===== config.mk =====
export PLATFORM = sky130hd
export DESIGN_NAME = crc32_reflected_byte_stream_top
export DESIGN_NICKNAME = d
export VERILOG_FILES = /design/src/crc32_pkg.sv /design/src/crc32_reflected_byte_stream_top.sv
export SDC_FILE = /design/constraint.sdc
export NUM_CORES = 1
export LEC_CHECK = 0
export ABC_AREA = 1
export BUFFER_PORTS_ARGS = -buffer_cell sky130_fd_sc_hd__buf_2
export CAP_MARGIN = 20
export CORE_ASPECT_RATIO = 0.8
export CORE_MARGIN = 2
export CORE_UTILIZATION = 35
export CTS_CLUSTER_SIZE = 12
export DETAILED_ROUTE_END_ITERATION = 6
export REMOVE_ABC_BUFFERS = 1
export SLEW_MARGIN = 10
export SYNTH_ARGS = -nofsm -noshare
export SYNTH_HDL_FRONTEND = slang
export SYNTH_SLANG_ARGS = --single-unit

===== constraint.sdc =====
create_clock -name i_clk -period 2.11 [get_ports i_clk]
set_input_delay 0.1055 -clock i_clk [delete_from_list [all_inputs] [get_ports i_clk]]
set_output_delay 0.1055 -clock i_clk [all_outputs]
set_load 0.03 [all_outputs]

===== src/crc32_pkg.sv =====
// Package: constants and the byte-wide update function for the reflected CRC-32.
`timescale 1ns / 1ps

package crc32_pkg;

    localparam int unsigned CrcWidth  = 32;
    localparam int unsigned ByteWidth = 8;

    localparam logic [CrcWidth-1:0] CRC_POLY = 32'hEDB8_8320;

    // Feedback test bit used for the eight shift steps.
    typedef enum logic {
        FB_BIT0 = 1'b0,
        FB_BIT1 = 1'b1
    } t_fb_mode;

    // Eight reflected shift/xor steps; the test bit is bit 0 or bit 1 by mode.
    function automatic logic [CrcWidth-1:0] crc_shift8(
        input logic [CrcWidth-1:0] v_in,
        input t_fb_mode            mode
    );
        logic [CrcWidth-1:0] v;
        logic                fb;
        v = v_in;
        for (int i = 0; i < ByteWidth; i++) begin
            fb = (mode == FB_BIT1) ? v[1] : v[0];
            if (fb) begin
                v = (v >> 1) ^ CRC_POLY;
            end else begin
                v = v >> 1;
            end
        end
        return v;
    endfunction

endpackage


===== src/crc32_reflected_byte_stream_top.sv =====
// A closing byte is held in the input register, then its CRC in the result register.
// One byte per cycle unless a closing byte waits; CRC feedback runs eight unrolled steps.
// An input register and a result register part the two channels, so bytes that do not close
// a message keep flowing while a finished CRC waits; a closing byte waits until it is taken.
// Reset (synchronous, active low) clears the CRC register, the mode and both valid flags.
`timescale 1ns / 1ps

module crc32_reflected_byte_stream_top (
    input  logic                            i_clk,
    input  logic                            i_rst_n,
    input  logic                            i_cfg_we,
    input  logic                            i_cfg_wdata,
    input  logic                            i_in_valid,
    output logic                            o_in_ready,
    input  logic [crc32_pkg::ByteWidth-1:0] i_data_byte,
    input  logic                            i_first_of_message,
    input  logic                            i_last_of_message,
    output logic                            o_out_valid,
    input  logic                            i_out_ready,
    output logic [crc32_pkg::CrcWidth-1:0]  o_crc_value
);
    import crc32_pkg::*;

    t_fb_mode                r_mode;
    logic                    r_in_valid;
    logic [ByteWidth-1:0]    r_in_byte;
    logic                    r_in_first;
    logic                    r_in_last;
    logic [CrcWidth-1:0]     r_crc;
    logic [CrcWidth-1:0]     n_crc;
    logic                    r_out_valid;
    logic [CrcWidth-1:0]     r_out_crc;

    logic                    in_accept;
    logic                    out_free;
    logic                    advance;
    logic [CrcWidth-1:0]     crc_base;
    logic [CrcWidth-1:0]     folded;

    assign out_free   = !r_out_valid || i_out_ready;
    // A byte that closes a message can only move on when the result register has room.
    assign advance    = r_in_valid && (!r_in_last || out_free);
    assign o_in_ready = !r_in_valid || advance;
    assign in_accept  = i_in_valid && o_in_ready;

    always_comb begin
        crc_base = r_in_first ? '0 : r_crc;
        folded   = {{(CrcWidth-ByteWidth){1'b0}}, r_in_byte ^ crc_base[ByteWidth-1:0]};
        n_crc    = crc_shift8(folded, r_mode) ^ (crc_base >> ByteWidth);
    end

    always_ff @(posedge i_clk) begin
        if (!i_rst_n) begin
            r_mode      <= FB_BIT0;
            r_in_valid  <= 1'b0;
            r_crc       <= '0;
            r_out_valid <= 1'b0;
        end else begin
            if (i_cfg_we) begin
                r_mode <= t_fb_mode'(i_cfg_wdata);
            end
            if (o_in_ready) begin
                r_in_valid <= i_in_valid;
            end
            if (advance) begin
                r_crc <= n_crc;
            end
            if (advance && r_in_last) begin
                r_out_valid <= 1'b1;
            end else if (i_out_ready) begin
                r_out_valid <= 1'b0;
            end
        end
    end

    always_ff @(posedge i_clk) begin
        if (in_accept) begin
            r_in_byte  <= i_data_byte;
            r_in_first <= i_first_of_message;
            r_in_last  <= i_last_of_message;
        end
        if (advance && r_in_last) begin
            r_out_crc <= n_crc;
        end
    end

    assign o_out_valid = r_out_valid;
    assign o_crc_value = r_out_crc;

endmodule


==> key figures <==
Synthesis
  • Post-synthesis area per instance: 8.53 µm²
  • Flops & latches, synth: slightly below 80
  • Post-Syn Instances: about 510
  • YS warnings: 0
  • Synth Cell Area: between 4000 and 5000 µm²
  • Sequential fraction of the synthesis area: 45.5%
  • Yosys cell types: 32

Clock tree
  • CTS tree: done
  • Worst-Skew Late Latency: ~0.33 ns
  • CTS buffer count: 9
  • Root Driver: clkbuf_16
  • H-tree depth: 3
  • Max Root-Sink Buffers: 2
  • Worst-path clk slew: 0.06 ns
  • CTS Sinks: between 70 and 80

Worst setup path
  • Worst path arrival time: 2.40 ns
  • Worst Path Required: roughly 2.3 ns
  • Nature of the critical path endpoint: flop
  • CP cell instances: buf_6, inv_8, nand3_4, nand3_4, buf_12, nand3_4, nand3_4, nand2_8, nand2_8, nand2_8, nand2_8, nand2_4, nand2_1, nand3_1, nand2_1, inv_1
  • Slowest cell on crit path: edfxtp_1
  • Crit path launch type: flop
  • Worst path top cell family by delay: simple AND/OR/NAND/NOR gates
  • Flop2flop setup slack: -0.07 ns
  • Worst path bufs/invs: 4
  • Slowest cell delay on critical path: between 0.4 and 0.5 ns
  • Setup CP Type: reg -> reg
  • CP Max Fanout: 6

Outcome
  • Failing checks: negative setup slack
  • Status: finished, violations left

Routing
  • DR iter-0 viols: approximately 190
  • Drt drc: 0
  • Final wirelength: roughly 11000 µm
  • Antenna Nets Post-Route: 0
  • Vias/cell: approximately 4.7
  • Pre-Repair DR Iteration Count: 4
  • WL per Instance: 14.7 µm
  • Via count: approximately 3.7k

Global route
  • GRT Max-Usage Layer: met2
  • Total track usage: around 17%
  • Total congestion overflow: 0
  • First-pass GRT wire length: approximately 17000 µm
  • M3 GR Usage: 3.96%
  • Vias in the first global route: approximately 3.3k
  • Initial antenna violation count: 0
  • Largest net degree at the start of global routing: 31
  • M1 GR Usage: between 20% and 30%
  • GR Layer Usage met2: 27.3%

Final layout
  • Final nets: about 630
  • Diodes inserted: 0
  • Area Growth Syn to Fin: 48.0%
  • Share of layout cells above drive strength 1: a little under half

Floorplanning
  • Die span in y: 103 µm
  • Boundary pin count: 50
  • Row count: 36
  • Die X: ~130 µm
  • Core Area: between 10000 and 15000 µm²
  • Initial Utilization: 35.7%
  • Die Footprint: approximately 13000 µm²

Power
  • Static leakage: roughly 2.9 nW
  • Proportion of power drawn by the clock network: between 20% and 30%
  • Psw: between 1.5 and 2 mW
  • Net Sw Frac: between 30% and 40%
  • Combinational power share: roughly a third
  • Pint: 3.33 mW
  • Maximum vdd drop: roughly 400 µV
  • Flop pwr share: between 30% and 40%
  • P per Cell Area: ~800 nW/µm²

STA
  • Min Hold Slack: roughly 0.025 ns
  • Relative slew slack: a little under three quarters
  • Final setup viols: 12
  • Tcrit/Tclk final: 103%
  • Final hold violations: 0
  • Max Fclk: about 460 MHz
  • Final worst slack: -0.0660 ns
  • Fin Setup TNS: -0.385 ns
  • Final Max Slew Viols: 0
  • Slew at the pin with the worst max-slew slack: ~0.44 ns
  • Fin crit period: 2.18 ns
  • RSZ-0062 raised after global routing: true
  • Worst Skew: ~0.0078 ns

Min path
  • Hold Path Class: in -> reg

Placement
  • HPWL after DPL: 7930 µm
  • Buffers added on ports: 49
  • GPL Wtd Cong: 0.863

Run
  • Number of max-cap violations: 0
cell usage after synthesis, drive strengths merged:
cell type  instances  area share, %
nand2            158             18
inv               67            5.9
nand3             57            8.4
edfxtp            42             29
dfxtp             35             16
nor2              33            2.9
xor2              33            8.1
o21ai             27            3.1
a21oi             23            2.7
clkbuf            11           0.96
buf                6            1.8
nand3b             4            1.4
clkinv             2           0.17
o21bai             2           0.35
xnor2              2           0.41
nand2b             1           0.15
nand4              1           0.15
o211ai             1           0.17
cell usage in the layout, fill, tap and decap left out, drive strengths merged, types with 2 or more instances in the layout:
cell type / Yosys / final
edfxtp: 42 / 42
inv: 67 / 67
a21oi: 23 / 23
buf: 6 / 106
nand2: 158 / 158
clkbuf: 11 / 9
nand3b: 4 / 4
xnor2: 2 / 2
o21bai: 2 / 2
nor2: 33 / 33
clkinv: 2 / 6
nand3: 57 / 57
dlygate4sd3: 0 / 11
clkinvlp: 0 / 3
o21ai: 27 / 27
dfxtp: 35 / 35
xor2: 33 / 33
worst register-to-register path: stages, from the launching register on:
cell and delay (ns):
edfxtp_1 0.47, buf_6 0.18, inv_8 0.07, nand3_4 0.09, nand3_4 0.16, buf_12 0.13
nand3_4 0.10, nand3_4 0.11, nand2_8 0.10, nand2_8 0.10, nand2_8 0.10, nand2_8 0.10
nand2_4 0.06, nand2_1 0.08, nand3_1 0.11, nand2_1 0.08, inv_1 0.04
per-stage QoR:
stage / utilization (%) / setup WS (ns) / cells / cell area (µm²) / total power, mW
floorplan: - / -0.717 / 488 / 4190 / 2.69
global placement: 40.2 / -0.0491 / 719 / 4850 / 3.05
detailed placement: 40.2 / -0.0692 / 719 / 4850 / 3.06
CTS: 44.1 / -0.0333 / 749 / 5320 / 4.61
global route: 52.8 / -0.188 / 774 / 6370 / 5.36
finish: 52.8 / -0.0660 / 774 / 6370 / 5.07
sequential cells by signal (all words and copies together) (netlist names):
signal,count
r_mode,1
r_in_first,1
r_in_last,1
o_crc_value,32
r_in_byte,8
r_in_valid,1
r_crc,32
o_out_valid,1
logic make-up after synthesis:
| group | count (synthesis) | synth area share [%] |
|---|---|---|
| flops | 77 | 45.5 |
| buf+inv | 86 | 8.80 |
| simple gates | 254 | 30.8 |
| compound gates | 53 | 6.33 |
| xor+xnor | 35 | 8.51 |
final timing paths:
| path | from | endpoint | cells past startpoint |
|---|---|---|---|
| setup / recovery | r_in_first | r_crc[19] | 16 |
| hold / removal | i_cfg_we | r_mode | 3 |
| setup reg to reg | r_in_first | r_crc[19] | 16 |
| hold reg to reg | r_crc[8] | r_crc[8] | 2 |
power groups by stage:
| stage | clock, mW | combinational (mW) | sequential (mW) |
|---|---|---|---|
| global route | 1.61 | 1.93 | 1.82 |
| CTS | 1.53 | 1.29 | 1.80 |
| finish | 1.49 | 1.78 | 1.81 |
| detailed placement | 0 | 1.23 | 1.83 |
| global placement | 0 | 1.23 | 1.83 |
| floorplan | 0 | 0.781 | 1.90 |
per-layer routing:
layer | wire (µm) | share of wire (%)
met1 | 5480 | 48
met3 | 450 | 3.9
met4 | 108 | 0.95
met5 | 0 | 0
met2 | 5370 | 47
final cells by class:
| class | count | area [µm²] |
|---|---|---|
| Timing Repair Buffer | 117 | 880 |
| Clock buffer | 9 | 225 |
| Sequential cell | 77 | 1960 |
| Clock inverter | 7 | 66.3 |
| Timing Repair inverter | 1 | 11.3 |
| Fill cell | 1098 | 5700 |
| Inverter | 69 | 277 |
| Tap cell | 152 | 190 |
| Multi-Input combinational cell | 342 | 2760 |
timing repair:
item,CTS,global route
resized for setup,9,185
endpoints found under the hold margin,11,0
buffers inserted,3,24
pin swaps,2,44
gates cloned,0,1
endpoints found under the setup margin,11,51
hold buffers,11,0
Note: power is estimated with default switching activity, not from simulation.
